<file path="config.mk">
export PLATFORM = sky130hd
export DESIGN_NAME = hls_ctrl
export DESIGN_NICKNAME = d
export VERILOG_FILES = /design/src/design/hls_pkg.sv /design/src/design/hls_ctrl.sv
export SDC_FILE = /design/constraint.sdc
export NUM_CORES = 1
export LEC_CHECK = 0
export BUFFER_PORTS_ARGS = -buffer_cell sky130_fd_sc_hd__buf_2
export CORE_AREA = 4 4 41 43
export CTS_CLUSTER_SIZE = 16
export DETAILED_ROUTE_END_ITERATION = 6
export DIE_AREA = 0 0 45 47
export REMOVE_ABC_BUFFERS = 1
export SYNTH_ARGS = -nofsm -noshare
export SYNTH_HDL_FRONTEND = slang
export SYNTH_SLANG_ARGS = --single-unit
</file>
<file path="constraint.sdc">
create_clock -name clk -period 3.3 [get_ports clk]
set_input_delay 0.33 -clock clk [delete_from_list [all_inputs] [get_ports clk]]
set_output_delay 0.33 -clock clk [all_outputs]
set_load 0.05 [all_outputs]
</file>
<file path="src/design/hls_pkg.sv">
// shared constants, types and command/status structs for the hyperloglog sketch unit
// no dependencies; imported by hls_ctrl, hls_datapath, hyperloglog_sketch_unit and the testbench
`default_nettype none
package hls_pkg;

  localparam int PRECISION = 14;
  localparam int NREG      = 1 << PRECISION;
  localparam int RMAX      = 65 - PRECISION;
  localparam int HASH_W    = 64;
  localparam int RANK_W    = 6;
  localparam int WBITS     = HASH_W - PRECISION;
  localparam int ACC_W     = 66;
  localparam int QUO_W     = 64;
  localparam int DIVD_W    = 128;
  localparam int BIDX_W    = 7;

  localparam logic MODE_ADD   = 1'b0;
  localparam logic MODE_QUERY = 1'b1;

  // alpha with 16 fraction bits, rounded half up
  localparam longint unsigned ALPHA_NUM =
      (NREG == 16) ? 64'd673 : (NREG == 32) ? 64'd697 : (NREG == 64) ? 64'd709 :
      64'(7213 * NREG);
  localparam longint unsigned ALPHA_DEN =
      (NREG <= 64) ? 64'd1000 : 64'(10 * (1000 * NREG + 1079));
  localparam longint unsigned ALPHA_FIX =
      (2 * ALPHA_NUM * 65536 + ALPHA_DEN) / (2 * ALPHA_DEN);

  // alpha * m * m * 2^rmax
  localparam logic [DIVD_W-1:0] DIVIDEND =
      DIVD_W'(ALPHA_FIX) << (2 * PRECISION + RMAX - 16);

  typedef struct packed {
    logic load_hash;  // capture accepted request, read its register
    logic clr_we;     // write zero at sweep address
    logic add_wr;     // max update of the captured register
    logic cnt_clr;    // sweep address and accumulator back to zero
    logic cnt_inc;    // next sweep address
    logic sum_rd;     // read at sweep address for the sum
    logic div_init;   // start the divider
    logic div_step;   // one quotient bit
    logic out_load;   // move quotient to the output register
  } hls_cmd_t;

  typedef struct packed {
    logic cnt_last;
    logic div_last;
    logic out_busy;
  } hls_sts_t;

endpackage
`default_nettype wire

</file>
<file path="src/design/hls_ctrl.sv">
// controller state machine of the hyperloglog sketch unit
// depends on hls_pkg
`default_nettype none
module hls_ctrl
  import hls_pkg::*;
(
  input  wire logic     clk,
  input  wire logic     rst_n,
  input  wire logic     in_valid,
  input  wire logic     in_mode,
  output logic          in_ready,
  output hls_cmd_t      cmd,
  input  wire hls_sts_t sts
);

  typedef enum logic [2:0] {
    ST_CLEAR, ST_IDLE, ST_ADD, ST_SUM, ST_SUM_END, ST_DIV, ST_DONE
  } state_t;

  state_t state_r, state_nxt;

  always_comb begin
    cmd       = '0;
    state_nxt = state_r;
    case (state_r)
      ST_CLEAR: begin
        cmd.clr_we  = 1'b1;
        cmd.cnt_inc = 1'b1;
        if (sts.cnt_last) state_nxt = ST_IDLE;
      end
      ST_IDLE: begin
        if (in_valid) begin
          cmd.load_hash = 1'b1;
          if (in_mode == MODE_QUERY) begin
            cmd.cnt_clr = 1'b1;
            state_nxt   = ST_SUM;
          end else begin
            state_nxt   = ST_ADD;
          end
        end
      end
      ST_ADD: begin
        cmd.add_wr = 1'b1;
        state_nxt  = ST_IDLE;
      end
      ST_SUM: begin
        cmd.sum_rd  = 1'b1;
        cmd.cnt_inc = 1'b1;
        if (sts.cnt_last) state_nxt = ST_SUM_END;
      end
      ST_SUM_END: begin
        cmd.div_init = 1'b1;
        state_nxt    = ST_DIV;
      end
      ST_DIV: begin
        cmd.div_step = 1'b1;
        if (sts.div_last) state_nxt = ST_DONE;
      end
      ST_DONE: begin
        if (!sts.out_busy) begin
          cmd.out_load = 1'b1;
          state_nxt    = ST_IDLE;
        end
      end
      default: state_nxt = ST_IDLE;
    endcase
  end

  assign in_ready = (state_r == ST_IDLE);

  always_ff @(posedge clk) begin
    if (!rst_n) begin
      state_r <= ST_CLEAR;
    end else begin
      state_r <= state_nxt;
    end
  end

  a_clear_after_reset: assert property (@(posedge clk)
    $rose(rst_n) |-> !in_ready) else $error("ready during clearing pass");
  a_div_to_done: assert property (@(posedge clk) disable iff (!rst_n)
    (state_r == ST_DIV && sts.div_last) |=> state_r == ST_DONE)
    else $error("divider end not followed by result");
  a_out_free: assert property (@(posedge clk) disable iff (!rst_n)
    cmd.out_load |-> !sts.out_busy) else $error("result overwrites pending result");
  a_add_short: assert property (@(posedge clk) disable iff (!rst_n)
    state_r == ST_ADD |=> in_ready) else $error("add took more than two cycles");

endmodule
`default_nettype wire

</file>
# Word-level counts from Yosys, hierarchy flattened
# Cells that the tools add are included.
# word_totals
register_bits	3
output_inout_bits	10
word_cells	35
# classes
eq_ne	11
n_reduce_logical	3
n_mux	20
# op_table
op	n
3-bit case mux with 6 select lines	1
3-bit 2-to-1 mux	5
1-bit 2-to-1 mux	14
2-bit != test, second input constant	5
3-bit equality test, second input constant	3
3-bit by 2-bit equality test with 1-bit output, second input constant	2
5-bit AND reduction	1
3-bit by 1-bit equality test with 1-bit output, second input constant	1
3-bit logical NOT	1
2-bit OR reduction	1

# Depth between registers and ports, before layout
# Gate-level depths: netlist of run 1.
# depth
depth_word	3
mapped_depth	4
mapped_depth_nobuf	3

# Worst setup path before layout of run 1
# No wires, ideal clock.
# synth_timing
path_kind	reg2out
from	register state_r[0]
to	output cmd[4] in the netlist's numbering
n_path_buf	2
path_stages_with_launch	5
slack_ps	852
arrival_time_ps	2118
path_cell_list	dfxtp_1 -> buf_6 -> clkbuf_1 -> nor3_1 -> or2_2
# synth_lines
element	line	rtl
start, declared	hls_ctrl.sv:20	state_t state_r, state_nxt;
start signal, assigned	hls_ctrl.sv:75	state_r <= state_nxt;
end, declared	hls_ctrl.sv:12	output hls_cmd_t cmd,

==> results.ini, run 1 <==
[worst_setup_path]
cp-start-kind = register
cp_slowest_stage_delay_ns = 0.53
critPathSlowestCell = dfxtp_1
crit_fanout = 13
end_kind = primary output
arrival_ns = 1.51
worstPathRequired_ns = 2.97
cp_cell_sequence = and3b_1 > or2_2 > buf_2
critPathKind = reg2out

[synthesis]
synth_top_family_by_area = simple AND/OR/NAND/NOR gates
yosysUniqueCellTypes = 22
avgSynthCellArea_um2 = 7.73
ys_warn_count = 0
yosys.area_share.simple = 0.419
synth-seq-cells = 3
synthCells = 39
synth-compound-area-share = 0.0954
synth_fa_ha_area_frac = 0
synth_area_um2 = 302
ys_seq_area_frac = 0.199
synth_xor_area_frac = 0
synth_mux_area_frac = 0.178

[sta]
period_share = 0.556
fmax_mhz = 545
clock_skew_ns = 0.000455
period_needed_ns = 1.84
rsz0062_at_grt = no
final.setup.worst_slack_ns = 1.46
maxSlewHeadroom = 0.681
maxSlewViolCount = 0
finalHoldViolCount = 0
setup_viol = 0
setup-tns-final_ns = 0
tightest_slew_ns = 0.478

[floorplan]
io_pins = 17
die_width_um = 45
coreArea_um2 = 1300
die_h_um = 47
start_util = 0.232
dieArea_um2 = 2120
rows = 13

[clocking]
clock_path_buffers = 2
htreeDepth = 1
cts.repair.resized = 0
clock_latency_ns = 0.23
clock_sinks = 3
ctsHoldBuffers = 0
cts_setup_buffers = 0
cts-buffers-inserted = 3
cts_root_buffer = clkbuf_4
path_clk_slew_ns = 0.04
cts_tree = yes

[placed_design]
hpwl_um = 548
dpl-instance-area_um2 = 375
portBuffers = 16
dp_slack_ns = 1.71
routabilityCongestion = 0.661

[detailed_routing]
drtAntennaViolNets = 0
drt_iter0_markers = 5
drt-vias-per-instance = 4.43
vias = 310
dr.pass1.iters = 4
wl_per_cell_um = 10.3
wl_um = 718
post-route-drc-count = 0

[global_routing]
grt_max_degree = 18
grt_usage = 0.0759
gr-total-overflow = 0
grt_pass1_wl_mm = 1.12
antenna_found_initial = 0
grt_pass1_vias = 283

[hold_path]
hp-class = in2reg

[cells_and_area]
fin_area_um2 = 402
n_antenna_cell = 0
largest_reg_flops = 3
largest_registers = state_r x3
largest_register = state_r
area_delta_synth_final_pct = 33.2
drive_gt1_frac = 0.418
num-nets-final = 63

[power]
power_leakage_nw = 0.200
worst_ir_drop_vdd_mv = 0.191
power.density_nw_per_um2 = 519

[status]
run_status = complete, no violations

[job]
cap_violations = 0

[metrics by stage]
stage                     hold slack [ns]   util  instances  total power, mW
after floorplan                     0.464      -         35            0.123
after global placement              0.606  0.288         66            0.144
after detailed placement            0.605  0.288         66            0.144
after CTS                           0.361  0.309         70            0.212
after global routing                0.377  0.309         70            0.225
final                               0.369  0.309         70            0.209
[final cells by class]
class | count | area (um^2)
inverter | 2 | 7.51
clock buffer | 4 | 26.3
fill | 150 | 900
tap | 15 | 18.8
timing repair buffer | 16 | 80.1
multi-input combinational | 30 | 209
sequential | 3 | 60.1
[power by group]
part           leakage, nW  switching (mW)  total [mW]  internal, mW
registers           0.0246          0.0122      0.0523        0.0401
clock network       0.0150          0.0196      0.0650        0.0454
logic                0.161          0.0610      0.0912        0.0302
total                0.200          0.0928       0.209         0.116
[per-layer routing]
layer / GRT usage / part of all wire / wire length (um) / vias up
li1: - / - / - / 168
met1: 0.103 / 0.51 / 367 / 130
met2: 0.102 / 0.41 / 297 / 12
met3: 0.0230 / 0.074 / 53 / 0
met4: 0.0526 / 0 / 0 / 0
met5: 0 / 0 / 0 / -
[cell usage after synthesis]
cell type / count / share of area
inv_1: 2 / 0.025
a31o_2: 1 / 0.029
nor3b_1: 2 / 0.050
buf_2: 2 / 0.033
buf_6: 1 / 0.037
mux4_2: 1 / 0.075
nor2b_1: 3 / 0.062
and2_1: 2 / 0.041
nand2_1: 3 / 0.037
o21ai_0: 2 / 0.033
a21oi_1: 2 / 0.033
nor2_1: 1 / 0.012
and3b_1: 2 / 0.058
or2_2: 1 / 0.021
nor3_1: 3 / 0.050
and3_1: 2 / 0.041
mux2i_1: 2 / 0.066
dfxtp_1: 3 / 0.20
mux2_2: 1 / 0.037
or3b_1: 1 / 0.029
clkbuf_1: 1 / 0.012
nand3_1: 1 / 0.017
[kinds of logic (layout without fill, tap and decap cells)]
| kind of cell | after synthesis | count (layout) |
|---|---|---|
| compound gates | 5 | 5 |
| simple gates | 21 | 21 |
| buf+inv | 6 | 22 |
| flops | 3 | 3 |
| mux | 4 | 4 |
[critical path: cells and delay by family (launching register included)]
kind | cells | cell delay [ns]
buffers and inverters | 1 | 0.21
DFF | 1 | 0.53
and+or+nand+nor | 2 | 0.54
[cell usage in the layout (no fill, tap or decap)]
cell type	count
mux2_2	1
or2_2	1
a31o_2	1
clkbuf_1	1
nor3_1	3
mux2i_1	2
inv_1	2
mux4_2	1
nor2b_1	3
and2_1	2
o21ai_0	2
a21oi_1	2
or3b_1	1
and3_1	2
dfxtp_1	3
nand2_1	3
nor3b_1	2
clkbuf_4	3
nor2_1	1
buf_2	16
and3b_1	2
nand3_1	1
[path summary, 6_finish.rpt]
kind,startpoint,to,slack [ns],cells past startpoint
max reg2reg,state_r[0]$_SDFFE_PN0P_,state_r[0]$_SDFFE_PN0P_,1.82,3
max,state_r[2]$_SDFFE_PN0P_,cmd[4],1.46,3
min reg2reg,state_r[1]$_SDFFE_PN0P_,state_r[1]$_SDFFE_PN0P_,0.62,2
min,rst_n,state_r[0]$_SDFFE_PN0P_,0.37,3
No activity file was read; power rests on OpenSTA's default activity.
==> run 2, diff against run 1 <==
==> constraint.sdc (replaced) <==
create_clock -name clk -period 1.61 [get_ports clk]
set_input_delay 0.161 -clock clk [delete_from_list [all_inputs] [get_ports clk]]
set_output_delay 0.161 -clock clk [all_outputs]
set_load 0.05 [all_outputs]
==> results.ini, run 2 (synthesis gave the netlist of run 1 again) <==
[detailed_routing]
drtAntennaViolNets = 0
wl_um = 740
drt-vias-per-instance = 4.53
dr.pass1.iters = 4
drt_iter0_markers = 1
post-route-drc-count = 0
vias = 317
wl_per_cell_um = 10.6

[placed_design]
dp_slack_ns = 0.137
portBuffers = 16
hpwl_um = 575
routabilityCongestion = 0.676
dpl-instance-area_um2 = 375

[power]
finalPower_uw = 426
seq_power_share = 0.251
pwr-share-comb = 0.438
sw_frac_of_total = 0.444
p_int_uw = 237
power_leakage_nw = 0.201
netSwitchingPower_uw = 189
worst_ir_drop_vdd_mv = 0.228
clockPowerShare = 0.310
power.density_nw_per_um2 = 1050

[worst_setup_path]
cp-start-kind = register
critPathKind = reg2out
worstPathRequired_ns = 1.45
critPathSlowestCell = dfxtp_1
cp_cell_sequence = and3b_1 > or2_2 > buf_2
r2r_slack_ns = 0.31
critical_path.top_delay_family = simple AND/OR/NAND/NOR gates
arrival_ns = 1.35
cp_slowest_stage_delay_ns = 0.39
crit_fanout = 9
end_kind = primary output
cp_num_cells = 3
cp.buffers_inverters = 1
rr_worst_depth = 2

[sta]
period_needed_ns = 1.51
clock_skew_ns = 0.00131
tightest_slew_ns = 0.317
maxSlewHeadroom = 0.788
final.setup.worst_slack_ns = 0.0950
period_share = 0.941
setup_viol = 0
maxSlewViolCount = 0
finalHoldViolCount = 0
fmax_mhz = 660
rsz0062_at_grt = no

[global_routing]
gr-total-overflow = 0
grt_max_degree = 18
grt_pass1_wl_mm = 1.31
antenna_found_initial = 0
grt_pass1_vias = 305
grt_usage = 0.0852

[cells_and_area]
mostFrequentLayoutCells = buf_2 (16), nor3_1 (3), nand2_1 (3), nor2b_1 (3), clkbuf_4 (3)
final_common_cell = buf_2
area_delta_synth_final_pct = 34.9
largest_registers = state_r x3
largest_reg_flops = 3
fin_util = 0.313
fillers = 156
n_antenna_cell = 0
num-nets-final = 63
fin_area_um2 = 407
largest_register = state_r
drive_gt1_frac = 0.455

[floorplan]
rows = 13
die_h_um = 47
dieArea_um2 = 2120
start_util = 0.232
die_width_um = 45
coreArea_um2 = 1300
io_pins = 17

[hold_path]
hp-class = in2reg
whs_path_depth = 3

[clocking]
clock_latency_ns = 0.23
clock_sinks = 3
cts-buffers-inserted = 3
htreeDepth = 1
cts_root_buffer = clkbuf_4
cts_tree = yes
ctsHoldBuffers = 0
clock_path_buffers = 2
path_clk_slew_ns = 0.04

[status]
run_status = complete, no violations

[job]
cap_violations = 0

## run 2: path summary, 6_finish.rpt
| kind | start | end |
|---|---|---|
| setup / recovery | state_r[1]$_SDFFE_PN0P_ | cmd[4] |
| hold / removal | rst_n | state_r[0]$_SDFFE_PN0P_ |
| setup reg to reg | state_r[1]$_SDFFE_PN0P_ | state_r[0]$_SDFFE_PN0P_ |
| hold reg to reg | state_r[0]$_SDFFE_PN0P_ | state_r[0]$_SDFFE_PN0P_ |
## run 2: tightest hold or removal path, delay by kind of cell
family,cells,cell delay (ns)
buf+inv,1,0.10
simple gates,1,0.05
mux,1,0.06
## run 2: what timing repair did
action,4_1_cts,5_1_grt
setup endpoints to repair,2,1
resized for setup,2,1
hold endpoints to repair,0,0
buffers inserted,0,0
## run 2: power groups by stage
stage	logic [mW]	clock network, mW	registers, mW
after detailed placement	0.188	0	0.109
after global routing	0.201	0.144	0.112
final	0.187	0.132	0.107
after floorplan	0.149	0	0.102
after global placement	0.187	0	0.107
after CTS	0.189	0.141	0.109
## run 2: area by class of cell
type                       instances  area, um^2  share of cell area
multi-input combinational         30         209               0.514
timing repair buffer              16        80.1               0.197
sequential                         3        65.1               0.160
clock buffer                       4        26.3              0.0646
tap                               15        18.8              0.0462
inverter                           2        7.51              0.0185
## run 2: per-stage QoR
step                      instances  setup TNS [ns]  hold WS, ns
after floorplan                  35           -1.27        0.295
after global placement           66               0        0.445
after detailed placement         66               0        0.442
after CTS                        70               0        0.185
after global routing             70               0        0.198
final                            70               0        0.190
## run 2: per-layer routing
metal  up-vias  wire, um  global-route usage
met5         -         0                   0
met4         0         0              0.0702
met3         0        58              0.0115
met2        12       344               0.130
met1       139       336               0.107
li1        166         -                   -
